==> src/design/lmls_pkg.sv <==
`timescale 1ns / 1ps

package lmls_pkg;

    localparam int unsigned ELAPSED_W = 8;
    localparam int unsigned THRESH_W  = 10;
    localparam int unsigned DOT_W     = 11;
    localparam int unsigned LINE_W    = 8;
    localparam int unsigned MODE_W    = 2;
    localparam int unsigned CFG_IDX_W = 2;
    localparam int unsigned S_DATA_W  = 8;
    localparam int unsigned M_DATA_W  = 16;
    localparam int unsigned M_USER_W  = 2;

    localparam logic [LINE_W-1:0]   VISIBLE_LINES = 8'd144;
    localparam logic [LINE_W-1:0]   LAST_LINE     = 8'd153;
    localparam logic [THRESH_W-1:0] OAM_RESET     = 10'd80;
    localparam logic [THRESH_W-1:0] VRAM_RESET    = 10'd172;
    localparam logic [THRESH_W-1:0] HBLANK_RESET  = 10'd204;
    localparam logic [THRESH_W-1:0] VBLANK_RESET  = 10'd456;

    typedef enum logic [MODE_W-1:0] {
        MODE_HBLANK = 2'd0,
        MODE_VBLANK = 2'd1,
        MODE_OAM    = 2'd2,
        MODE_VRAM   = 2'd3
    } mode_t;

    typedef enum logic [CFG_IDX_W-1:0] {
        CFG_OAM_CYCLES    = 2'd0,
        CFG_VRAM_CYCLES   = 2'd1,
        CFG_HBLANK_CYCLES = 2'd2,
        CFG_VBLANK_CYCLES = 2'd3
    } cfg_idx_t;

    typedef struct packed {
        logic [THRESH_W-1:0] oam_cycles;
        logic [THRESH_W-1:0] vram_cycles;
        logic [THRESH_W-1:0] hblank_cycles;
        logic [THRESH_W-1:0] vblank_line_cycles;
    } timing_cfg_t;

    typedef struct packed {
        mode_t             mode;
        logic [DOT_W-1:0]  dot_count;
        logic [LINE_W-1:0] line_count;
    } seq_state_t;

    typedef struct packed {
        logic render_line;
        logic vblank_irq;
    } seq_flags_t;

endpackage

==> src/design/lmls_cfg_regs.sv <==
`timescale 1ns / 1ps

module lmls_cfg_regs
    import lmls_pkg::*;
(
    input  logic                 clk,
    input  logic                 rst_n,
    input  logic                 cfg_we,
    input  logic [CFG_IDX_W-1:0] cfg_addr,
    input  logic [THRESH_W-1:0]  cfg_wdata,
    output timing_cfg_t          cfg
);

    timing_cfg_t cfg_reg;
    timing_cfg_t cfg_next;

    always_comb
    begin
        cfg_next = cfg_reg;
        if (cfg_we)
        begin
            case (cfg_idx_t'(cfg_addr))
                CFG_OAM_CYCLES:    cfg_next.oam_cycles         = cfg_wdata;
                CFG_VRAM_CYCLES:   cfg_next.vram_cycles        = cfg_wdata;
                CFG_HBLANK_CYCLES: cfg_next.hblank_cycles      = cfg_wdata;
                CFG_VBLANK_CYCLES: cfg_next.vblank_line_cycles = cfg_wdata;
                default:           cfg_next = cfg_reg;
            endcase
        end
    end

    always_ff @(posedge clk or negedge rst_n)
    begin
        if (!rst_n)
        begin
            cfg_reg.oam_cycles         <= OAM_RESET;
            cfg_reg.vram_cycles        <= VRAM_RESET;
            cfg_reg.hblank_cycles      <= HBLANK_RESET;
            cfg_reg.vblank_line_cycles <= VBLANK_RESET;
        end
        else
        begin
            cfg_reg <= cfg_next;
        end
    end

    assign cfg = cfg_reg;

endmodule

==> src/design/lmls_step.sv <==
`timescale 1ns / 1ps

module lmls_step
    import lmls_pkg::*;
(
    input  seq_state_t           cur,
    input  logic [ELAPSED_W-1:0] elapsed_cycles,
    input  timing_cfg_t          cfg,
    output seq_state_t           nxt,
    output seq_flags_t           flags
);

    logic [DOT_W-1:0]    dot_sum;
    logic [THRESH_W-1:0] thresh;
    logic [LINE_W-1:0]   line_inc;
    logic                done;

    assign dot_sum  = cur.dot_count + DOT_W'(elapsed_cycles);
    assign line_inc = cur.line_count + LINE_W'(1);

    always_comb
    begin
        case (cur.mode)
            MODE_OAM:    thresh = cfg.oam_cycles;
            MODE_VRAM:   thresh = cfg.vram_cycles;
            MODE_HBLANK: thresh = cfg.hblank_cycles;
            default:     thresh = cfg.vblank_line_cycles;
        endcase
    end

    assign done = dot_sum >= DOT_W'(thresh);

    always_comb
    begin
        nxt               = cur;
        nxt.dot_count     = dot_sum;
        flags.render_line = 1'b0;
        flags.vblank_irq  = 1'b0;
        if (done)
        begin
            nxt.dot_count = '0;
            case (cur.mode)
                MODE_OAM:
                begin
                    nxt.mode = MODE_VRAM;
                end
                MODE_VRAM:
                begin
                    nxt.mode          = MODE_HBLANK;
                    flags.render_line = 1'b1;
                end
                MODE_HBLANK:
                begin
                    nxt.line_count = line_inc;
                    if (line_inc == VISIBLE_LINES)
                    begin
                        nxt.mode         = MODE_VBLANK;
                        flags.vblank_irq = 1'b1;
                    end
                    else
                    begin
                        nxt.mode = MODE_OAM;
                    end
                end
                default:
                begin
                    nxt.line_count = line_inc;
                    if (line_inc > LAST_LINE)
                    begin
                        nxt.mode       = MODE_OAM;
                        nxt.line_count = '0;
                    end
                end
            endcase
        end
    end

endmodule

==> src/design/lcd_mode_line_sequencer.sv <==
`timescale 1ns / 1ps
// channel | direction | word                           | handshake
// s_*     | in        | tdata[7:0] elapsed_cycles      | s_tvalid & s_tready
// m_*     | out       | tdata mode, line; tuser flags  | m_tvalid & m_tready
// cfg_*   | in        | cfg_wdata[9:0] to reg cfg_addr | cfg_we
//
// one word per clock sustained while m_tready stays high; an accepted word passes through
// the input register, then the dot add and threshold compare into the result register
// reset returns the timing registers to defaults, mode hblank, line 0, dot count 0
// a stalled result holds the pipe; the input register still fills behind it

module lcd_mode_line_sequencer
    import lmls_pkg::*;
(
    input  logic                 clk,
    input  logic                 rst_n,
    input  logic                 s_tvalid,
    output logic                 s_tready,
    input  logic [S_DATA_W-1:0]  s_tdata,   // [7:0] elapsed_cycles
    output logic                 m_tvalid,
    input  logic                 m_tready,
    output logic [M_DATA_W-1:0]  m_tdata,   // [1:0] mode, [9:2] line, [15:10] zero
    output logic [M_USER_W-1:0]  m_tuser,   // [0] render_line, [1] vblank_irq
    input  logic                 cfg_we,
    input  logic [CFG_IDX_W-1:0] cfg_addr,
    input  logic [THRESH_W-1:0]  cfg_wdata
);

    timing_cfg_t          cfg;
    seq_state_t           state_reg;
    seq_state_t           state_next;
    seq_flags_t           flags;
    seq_flags_t           flags_reg;
    logic                 in_valid_reg;
    logic [ELAPSED_W-1:0] in_data_reg;
    logic                 out_valid_reg;
    logic                 advance;
    logic                 step_fire;

    lmls_cfg_regs u_cfg_regs (
        .clk       (clk),
        .rst_n     (rst_n),
        .cfg_we    (cfg_we),
        .cfg_addr  (cfg_addr),
        .cfg_wdata (cfg_wdata),
        .cfg       (cfg)
    );

    lmls_step u_step (
        .cur            (state_reg),
        .elapsed_cycles (in_data_reg),
        .cfg            (cfg),
        .nxt            (state_next),
        .flags          (flags)
    );

    assign advance   = !out_valid_reg || m_tready;
    assign step_fire = in_valid_reg && advance;
    assign s_tready  = !in_valid_reg || advance;

    always_ff @(posedge clk or negedge rst_n)
    begin
        if (!rst_n)
        begin
            in_valid_reg  <= 1'b0;
            out_valid_reg <= 1'b0;
            state_reg     <= '{mode: MODE_HBLANK, dot_count: '0, line_count: '0};
        end
        else
        begin
            if (s_tready)
            begin
                in_valid_reg <= s_tvalid;
            end
            if (advance)
            begin
                out_valid_reg <= in_valid_reg;
            end
            if (step_fire)
            begin
                state_reg <= state_next;
            end
        end
    end

    always_ff @(posedge clk)
    begin
        if (s_tready && s_tvalid)
        begin
            in_data_reg <= s_tdata[ELAPSED_W-1:0];
        end
        if (step_fire)
        begin
            flags_reg <= flags;
        end
    end

    assign m_tvalid = out_valid_reg;
    assign m_tdata  = {{(M_DATA_W-MODE_W-LINE_W){1'b0}}, state_reg.line_count, state_reg.mode};
    assign m_tuser  = {flags_reg.vblank_irq, flags_reg.render_line};

endmodule

==> config.mk <==
export PLATFORM = sky130hd
export DESIGN_NAME = lcd_mode_line_sequencer
export DESIGN_NICKNAME = d
export VERILOG_FILES = /design/src/design/lmls_pkg.sv /design/src/design/lmls_cfg_regs.sv /design/src/design/lmls_step.sv /design/src/design/lcd_mode_line_sequencer.sv
export SDC_FILE = /design/constraint.sdc
export NUM_CORES = 1
export LEC_CHECK = 0
export CAP_MARGIN = 20
export CORE_ASPECT_RATIO = 0.6
export CORE_UTILIZATION = 50
export CTS_CLUSTER_SIZE = 24
export DETAILED_ROUTE_END_ITERATION = 8
export DONT_BUFFER_PORTS = 1
export PLACE_DENSITY = 0.69
export SLEW_MARGIN = 20
export SYNTH_ARGS = -nofsm -noshare
export SYNTH_HDL_FRONTEND = slang
export SYNTH_SLANG_ARGS = --single-unit
==> constraint.sdc <==
create_clock -name clk -period 4.4 [get_ports clk]
set_input_delay 0.22 -clock clk [delete_from_list [all_inputs] [get_ports clk]]
set_output_delay 0.22 -clock clk [all_outputs]
set_load 0.03 [all_outputs]
======== After elaboration in Yosys (flattened, before gate mapping) ========
Index checks and enable logic that the tools add are counted.
Widths: inputs -> output; s select.
word-level totals
  flip-flop bits (word level) ............. 73
  bits in latches ......................... 0
  memory bits (writable) .................. 0
  memory bits (read-only) ................. 0
  input bits .............................. 25
  output and inout port bits .............. 20
  logic and storage cells ................. 49
  memories kept ........................... 0
cells by class
  add/subtract/negate cells ............... 2
  $mul .................................... 0
  divide/modulo/power cells ............... 0
  order comparisons ....................... 2
  equal/unequal tests ..................... 6
  shift operators ......................... 0
  multiplexer cells ....................... 9
  bitwise operators ....................... 1
  reduce and logical (&&, ||, !) cells .... 17
operators with widths
  cell                 count
  $pmux 10 s3          1
  $mux 19              1
  $pmux 8 s2           1
  $add 11x8->11        1
  $ge 11x10->1         1
  $reduce_and 2->1     5
  $add 8x1->8 const B  1
  $eq 2x2->1 const B   4
  $eq 8x8->1 const B   1
  $gt 8x8->1 const B   1
  $mux 8               1
  $pmux 2 s3           1
  $reduce_and 3->1     2
  $logic_not 2->1      2
  $mux 2               2
  $reduce_bool 4->1    1
  $eq 2x1->1 const B   1
  $logic_and 1x1->1    2
  $logic_not 1->1      2
  $logic_or 1x1->1     2
  $mux 1               2
  $reduce_or 2->1      1
  $not 1->1            1

======== Depth between registers and ports, before layout ========
Gate-level depths: netlist (run 1).
  depth in word-level cells ............... 5
  mapped depth ............................ 16

======== By module ========
A second synthesis (run 1) with hierarchy kept.
unflattened totals
  cells, all modules ...................... 353
  area total of the unflattened synthesis .. 4466.8 um2
by module, submodules not included
  module                   instances  cells each  area each (um2)  seq. area each (um2)
  lmls_cfg_regs            1          87          1615.3           1018.5
  lmls_step                1          186         1466.4           0.0
  lcd_mode_line_sequencer  1          80          1385.1           875.8

======== Worst setup path after synthesis (run 1) ========
No wires, ideal clock.
  path kind ............................... register to register
  start point ............................. register state_reg (netlist bit m_tdata[1])
  end point ............................... register state_reg (netlist bit m_tdata[1])
  library setup time ...................... 0.125 ns
  arrival time ............................ 3.502 ns
  required time ........................... 4.275 ns
  path slack .............................. 0.773 ns
  cell stages (with the launch flop) ...... 13
  clock period less this slack ............ 3.627 ns
  path through ............................ dfrtp_1 -> clkbuf_1 -> clkbuf_1 -> mux4_2 -> inv_1 -> ha_1 -> o21ai_0 -> nor2_1 -> a2111oi_1 -> a21oi_2 -> nor4b_4 -> nand2b_1 -> mux2_2
on the way
  longest elaborated chain between the ends .. 4
RTL lines
  element                                               line                              source
  start, declared                                       lcd_mode_line_sequencer.sv:30     seq_state_t state_reg;
  start signal, assigned                                lcd_mode_line_sequencer.sv:67     state_reg <= '{mode: MODE_HBLANK, dot_count: '0, line_count: '0};
  start signal, assigned                                lcd_mode_line_sequencer.sv:81     state_reg <= state_next;
  $eq 2x2->1 / $logic_not 2->1 (equally long branches)  lmls_step.sv:23, lmls_step.sv:42
  $pmux 10 s3                                           lmls_step.sv:23                   case (cur.mode)
  $ge 11x10->1                                          lmls_step.sv:31                   assign done = dot_sum >= DOT_W'(thresh);
  $reduce_and 3->1 (no source line)                     n/a
Several ways; a longest one is shown, not always the timed one.
A chain may end at the register's enable or synchronous reset.

======== Worst setup path in the final report (run 1) ========
  start point ............................. register state_reg[8] (netlist bit)
  end point ............................... register state_reg (netlist bit m_tdata[1])
on the way
  longest elaborated chain between the ends .. 3
RTL lines
  element                            line             source
  $add 11x8->11                      lmls_step.sv:18  assign dot_sum = cur.dot_count + DOT_W'(elapsed_cycles);
  $ge 11x10->1                       lmls_step.sv:31
  $reduce_and 3->1 (no source line)  n/a
Every way passes these cells.

==> results of run 1 <==
## where the power goes
part | switching [mW] | internal (mW)
combinational | 0.519 | 0.434
clock | 0.283 | 0.440
sequential | 0.141 | 0.839
total | 0.943 | 1.71
## repair_timing
action / in CTS / in global routing
setup buffers: 0 / 0
resized for setup: 0 / 0
hold buffers: 11 / 0
endpoints found under the hold margin: 72 / 0
## how the worst max path moves through the flow
stage,startpoint,end,slack [ns],cells after the start
2_1_floorplan,m_tdata[1]$_DFFE_PN0P_,m_tdata[1]$_DFFE_PN0P_,0.77,12
3_3_place_gp,state_reg[8]$_DFFE_PN0P_,m_tdata[1]$_DFFE_PN0P_,0.57,16
3_5_place_dp,state_reg[8]$_DFFE_PN0P_,m_tdata[1]$_DFFE_PN0P_,0.48,16
4_1_cts,state_reg[8]$_DFFE_PN0P_,m_tdata[1]$_DFFE_PN0P_,0.43,16
5_1_grt,state_reg[8]$_DFFE_PN0P_,m_tdata[1]$_DFFE_PN0P_,0.24,16
6_report,state_reg[8]$_DFFE_PN0P_,m_tdata[1]$_DFFE_PN0P_,0.43,16
## per-layer routing
layer	wire length [um]	global-route usage (%)
met1	3840	28.5
met2	3230	28.9
met3	423	7.48
met4	82	6.84
met5	0	0
## metrics by stage
step                power (mW)  std cells  hold slack (ns)  util (%)
floorplan                 1.73        352          -0.0756         -
global placement          1.89        437          -0.0731      51.8
detailed placement        1.92        437          -0.0732      51.8
CTS                       2.68        464           0.0126      57.2
global route              2.85        464           0.0110      57.2
finish                    2.66        464           0.0256      57.2
## synth_stat cells (2+ instances only)
library cell	n	area [sq um]
a211oi_1	4	30.0
a21o_1	3	22.5
a21oi_1	6	30.0
a31o_1	2	17.5
and2_1	3	18.8
and3_1	2	12.5
buf_1	2	7.51
buf_2	4	20.0
buf_4	16	120
clkbuf_1	7	26.3
dfrtp_1	49	1230
dfstp_2	14	368
edfxtp_1	10	300
ha_1	20	250
inv_1	20	75.1
mux2_2	41	462
mux4_2	10	225
nand2_1	23	86.3
nand2b_1	9	56.3
nand3_1	6	30.0
nand3b_1	3	22.5
nand4_1	2	12.5
nor2_1	19	71.3
nor2b_1	2	12.5
nor3_1	2	10.0
o21a_1	3	22.5
o21ai_0	8	40.0
o21ai_1	11	55.1
o22ai_1	2	12.5
o31ai_1	8	60.1
or2_1	2	12.5
or3_1	2	12.5
xnor2_1	8	70.1
xor2_1	2	17.5
## layout by cell type, fill, tap and decap left out, drive strengths merged, types with 2 or more instances in the layout
| cell | instances |
|---|---|
| dfrtp | 49 |
| mux2 | 41 |
| nand2 | 23 |
| inv | 21 |
| ha | 20 |
| nor2 | 19 |
| o21ai | 19 |
| dfstp | 14 |
| mux4 | 10 |
| dlygate4sd3 | 10 |
| edfxtp | 10 |
| clkbuf | 10 |
| nand2b | 9 |
| xnor2 | 8 |
| o31ai | 8 |
| a21oi | 7 |
| nand3 | 7 |
| buf | 7 |
| conb | 6 |
| a211oi | 6 |
| a21o | 4 |
| clkinv | 4 |
| nor3 | 4 |
| o21a | 3 |
| nand3b | 3 |
| and2 | 3 |
| or2 | 2 |
| xor2 | 2 |
| nand4 | 2 |
| or3 | 2 |
| a31o | 2 |
| and3 | 2 |
| o22ai | 2 |
| nor2b | 2 |
| o41ai | 2 |
## cells by family (layout without fill, tap and decap cells)
group | after synthesis | count (layout) | share of synthesized area, %
fa+ha+maj | 21 | 21 | 6.66
xor+xnor | 10 | 10 | 2.16
simple gates | 82 | 82 | 10.9
flops | 73 | 73 | 46.7
other cells | 1 | 6 | 0.0924
buf+inv | 50 | 54 | 6.23
mux | 51 | 51 | 16.9
compound gates | 59 | 59 | 10.4
## worst max-delay path, delay by kind of cell (launching register included)
| family | cells | cell delay (ns) |
|---|---|---|
| muxes | 1 | 0.34 |
| buffers and inverters | 2 | 0.29 |
| AOI/OAI and AO/OA | 4 | 0.92 |
| DFF | 1 | 0.35 |
| and+or+nand+nor | 5 | 0.82 |
| xor gates and xnor gates | 1 | 0.27 |
| adders and majority gates | 3 | 0.89 |
## final cells by class
type	instances	area (sq um)	area share, %
flip-flops and latches	73	1890	42.0
repair buffers	17	173	3.83
inverters	21	78.8	1.75
clock buffers	10	229	5.08
multi-input cells	229	1930	42.8
well taps	108	135	3.00
clock inverters	6	68.8	1.53
==> impl_metrics.json, run 1 <==
{
  "cts_tree": "done",
  "cp.arrival_ns": 4.20,
  "rsz0062_at_grt": "no",
  "n_fill_cell": 659,
  "core-area_sq_um": 7880,
  "synthCells": 347,
  "syn_avg_cell_area_sq_um": 11.7,
  "ys_async_sr_fraction_pct": 86.3,
  "postRouteAntennaNets": 0,
  "numCtsBuffers": 9,
  "die_area_sq_um": 8490,
  "pre_cts_ws_ns": 0.479,
  "timing.final.ws_setup_ns": 0.428,
  "tightest_slew_ns": 0.616,
  "criticalPathCategory": "flop to flop",
  "hp-start": "cfg_wdata[9]",
  "pwr_density_cell_nw_per_um2": 589,
  "clk_latency_ns": 0.34,
  "r2r-start": "state_reg[8]$_DFFE_PN0P_",
  "endpoint_kind": "flop",
  "die_w_um": 118,
  "r2r-end": "m_tdata[1]$_DFFE_PN0P_",
  "final.setup.tns_ns": 0,
  "leakage_nw": 1.90,
  "vias_per_cell": 5.45,
  "start_util_pct": 51.5,
  "ys_warn_count": 0,
  "io_pins": 45,
  "slowest_delay_ns": 0.43,
  "io_buffers": 0,
  "period_needed_ns": 3.97,
  "cp_max_fo": 13,
  "syn_to_final_growth_pct": 11.1,
  "critical_path.slowest_cell": "a2111oi_1",
  "fmax_mhz": 252,
  "synth-seq-cells": 73,
  "crit_chain": "ha_1 -> inv_1 -> fa_1 -> and2b_1 -> o21a_1 -> nor2_1 -> xnor2_1 -> ha_1 -> a211oi_1 -> nor2_1 -> a2111oi_1 -> a21oi_2 -> nor4b_4 -> buf_4 -> nand2b_1 -> mux2_2",
  "grt_use_total_pct": 20.2,
  "hold_end": "u_cfg_regs.cfg[19]$_DFFE_PN0P_",
  "yosysSeqAreaShare_pct": 46.7,
  "ff2ff_path_depth": 16,
  "syn-cell-area_sq_um": 4060,
  "start_kind": "flop",
  "r2r_slack_ns": 0.43,
  "grt_antenna_before_repair": 0,
  "cts_buffer_depth": 2,
  "root_buffer": "clkbuf_16",
  "hold_viol": 0,
  "yosysUniqueCellTypes": 56,
  "slew_headroom_pct": 58.8,
  "period_share_pct": 90.3,
  "nets": 397,
  "drive_gt1_share_pct": 27.2,
  "slew_violations": 0,
  "drv_cap": 0,
  "hpwlAfterDp_um": 5340,
  "required_ns": 4.63,
  "die_height_um": 71.8,
  "cts.sinks": 73,
  "rows": 25,
  "cts_max_level": 3,
  "largest_reg_flops": 40,
  "grt_pass1_vias": 2489,
  "overflow": 0,
  "ir_drop_mv": 0.238,
  "route.vias.total": 2527,
  "clock_skew_ns": 0.00873,
  "outcome": "finished, final reports clean",
  "grt_pass1_wl_um": 12900,
  "min_path_cells": 1,
  "place.gp.congestion": 0.845,
  "firstDrtPassIters": 4,
  "min_path_type": "input port to flop",
  "drt_iter0_markers": 140,
  "detail_route.wirelength_um": 7580,
  "clk_pin_slew_worst_paths_ns": 0.06,
  "finalSetupViolCount": 0,
  "antennaDiodeCount": 0,
  "synth_ff_type": "dfrtp_1",
  "routedWlPerCell_um": 16.3,
  "grt_max_degree": 64,
  "place_area_sq_um": 4080,
  "synth_edf_count": 10,
  "finalInstanceArea_sq_um": 4510,
  "drc_errors": 0
}
Note: power is estimated with default switching activity, not from simulation.
==> inputs of run 2 (changes only) <==
--- a/config.mk
+++ b/config.mk
@@ -11,7 +11,7 @@
 export CTS_CLUSTER_SIZE = 24
 export DETAILED_ROUTE_END_ITERATION = 8
 export DONT_BUFFER_PORTS = 1
-export PLACE_DENSITY = 0.69
+export PLACE_DENSITY = 0.72
 export SLEW_MARGIN = 20
 export SYNTH_ARGS = -nofsm -noshare
 export SYNTH_HDL_FRONTEND = slang
==> constraint.sdc (replaced) <==
create_clock -name clk -period 3.6 [get_ports clk]
set_input_delay 0.18 -clock clk [delete_from_list [all_inputs] [get_ports clk]]
set_output_delay 0.18 -clock clk [all_outputs]
set_load 0.03 [all_outputs]
==> impl_metrics.json, run 2 (synthesized netlist as in run 1, its figures left out) <==
{
  "pwr_density_cell_nw_per_um2": 746,
  "die_height_um": 71.8,
  "routedWlPerCell_um": 17.3,
  "grt_antenna_before_repair": 0,
  "critical_path.most_common_cell": "ha_4",
  "io_buffers": 0,
  "clk_pin_slew_worst_paths_ns": 0.06,
  "largest_reg_flops": 40,
  "rows": 25,
  "slew_violations": 0,
  "endpoint_kind": "flop",
  "ir_drop_mv": 0.353,
  "hold_viol": 0,
  "drc_errors": 0,
  "cts_tree": "done",
  "syn_to_final_growth_pct": 20.2,
  "r2r_slack_ns": 0.003,
  "start_kind": "flop",
  "outcome": "finished, final reports clean",
  "postRouteAntennaNets": 0,
  "place.gp.congestion": 0.840,
  "crit_cells": 14,
  "crit_chain": "ha_4 -> a211oi_2 -> nor2_1 -> or2_1 -> o311a_1 -> nor2_2 -> xnor2_2 -> ha_4 -> o21a_1 -> o21ai_2 -> a21oi_4 -> nor4b_4 -> nand2b_4 -> mux2_4",
  "timing.final.ws_setup_ns": 0.00305,
  "grt_pass1_wl_um": 13500,
  "core-area_sq_um": 7880,
  "min_path_type": "input port to flop",
  "drt_iter0_markers": 183,
  "period_share_pct": 99.9,
  "io_pins": 45,
  "cp_max_fo": 4,
  "cts.sinks": 73,
  "antennaDiodeCount": 0,
  "holdWs_ns": 0.0446,
  "firstDrtPassIters": 4,
  "crit_family": "simple AND/OR/NAND/NOR gates",
  "die_w_um": 118,
  "criticalPathCategory": "flop to flop",
  "slowest_delay_ns": 0.43,
  "grt_max_degree": 64,
  "drive_gt1_share_pct": 34.9,
  "required_ns": 3.83,
  "hpwlAfterDp_um": 5570,
  "r2r-end": "m_tdata[1]$_DFFE_PN0P_",
  "slew_headroom_pct": 56.6,
  "cts_max_level": 3,
  "nets": 414,
  "drv_cap": 0,
  "final_cell_mix": "49 x dfrtp_1, 40 x mux2_2, 22 x nand2_1, 20 x inv_1, 20 x dlygate4sd3_1",
  "overflow": 0,
  "rsz0062_at_grt": "yes",
  "crit_path_end": "m_tdata[1]$_DFFE_PN0P_",
  "finalSetupViolCount": 0,
  "clock_skew_ns": 0.00783,
  "route.vias.total": 2689,
  "tightest_slew_ns": 0.650,
  "r2r-start": "in_data_reg[1]$_DFFE_PP_",
  "clk_latency_ns": 0.34,
  "n_fill_cell": 628,
  "detail_route.wirelength_um": 8300,
  "vias_per_cell": 5.59,
  "period_needed_ns": 3.60,
  "grt_use_total_pct": 21.1,
  "mostFrequentLayoutCell": "dfrtp_1",
  "start_util_pct": 51.5,
  "numCtsBuffers": 9,
  "die_area_sq_um": 8490,
  "critical_path.slowest_cell": "edfxtp_1",
  "crit_buf_inv": 0,
  "leakage_nw": 2.04,
  "fmax_mhz": 278,
  "root_buffer": "clkbuf_16",
  "crit_start": "in_data_reg[1]$_DFFE_PP_",
  "grt_pass1_vias": 2638,
  "cts_buffer_depth": 2,
  "cp.arrival_ns": 3.82,
  "ff2ff_path_depth": 14,
  "pre_cts_ws_ns": -0.0764
}
## run 2: routing by layer
metal	GRT usage, %	vias to the layer above	part of all wire (%)
met5	0	-	0
met4	6.27	0	1.1
met3	7.96	8	4.9
met2	31.3	62	47
met1	28.9	1354	47
li1	-	1265	-
## run 2: worst min path at each step
stage	from	end	slack (ns)	depth (start not counted)
after floorplan	rst_n	in_valid_reg$_DFFE_PN0N_	-0.12	0
after global placement	rst_n	state_reg[13]$_DFFE_PN0P_	-0.11	0
after detailed placement	rst_n	state_reg[13]$_DFFE_PN0P_	-0.11	0
after CTS	m_tready	m_tvalid$_DFFE_PN0P_	0.04	2
after global routing	m_tready	m_tvalid$_DFFE_PN0P_	0.06	2
final	m_tready	m_tvalid$_DFFE_PN0P_	0.04	2
## run 2: worst reg2reg max path, delay by kind of cell, from the launching register on
family / cells / cell delay (ns)
adder cells (fa/ha/maj): 2 / 0.51
multiplexers: 1 / 0.29
AO/OA/AOI/OAI: 5 / 0.99
XOR/XNOR: 1 / 0.17
AND/OR/NAND/NOR: 5 / 1.10
flip-flops: 1 / 0.43
## run 2: timing repair
action                                  CTS  global route
pin swaps                                 0            26
buffers inserted                          0             3
endpoints found under the setup margin   16            22
resized for setup                         3            33
endpoints found under the hold margin   112             0
hold buffers                             21             0
## run 2: area by class of cell
| cell class | count | area, sq um | area share [%] |
|---|---|---|---|
| clock buffer | 11 | 254 | 5.21 |
| clock inverter | 5 | 61.3 | 1.26 |
| inverter | 21 | 78.8 | 1.62 |
| multi-input combinational | 229 | 2130 | 43.6 |
| sequential | 73 | 1890 | 38.8 |
| tap | 108 | 135 | 2.77 |
| timing repair buffer | 34 | 329 | 6.74 |
## run 2: power by group
group | switching [mW] | internal (mW) | total, mW
logic | 0.785 | 0.717 | 1.50
registers | 0.180 | 1.02 | 1.20
clock network | 0.354 | 0.582 | 0.936
total | 1.32 | 2.32 | 3.64
## run 2: per-stage QoR
stage | instance area, sq um | utilization [%] | setup TNS, ns | power (mW) | cells
3_3_place_gp | 4110 | 52.2 | 0 | 2.32 | 441
6_report | 4880 | 61.9 | 0 | 3.64 | 481
5_1_grt | 4880 | 61.9 | -2.01 | 3.87 | 481
3_5_place_dp | 4110 | 52.2 | -0.311 | 2.38 | 441
2_1_floorplan | 4080 | - | 0 | 2.12 | 352
4_1_cts | 4670 | 59.3 | 0 | 3.40 | 478
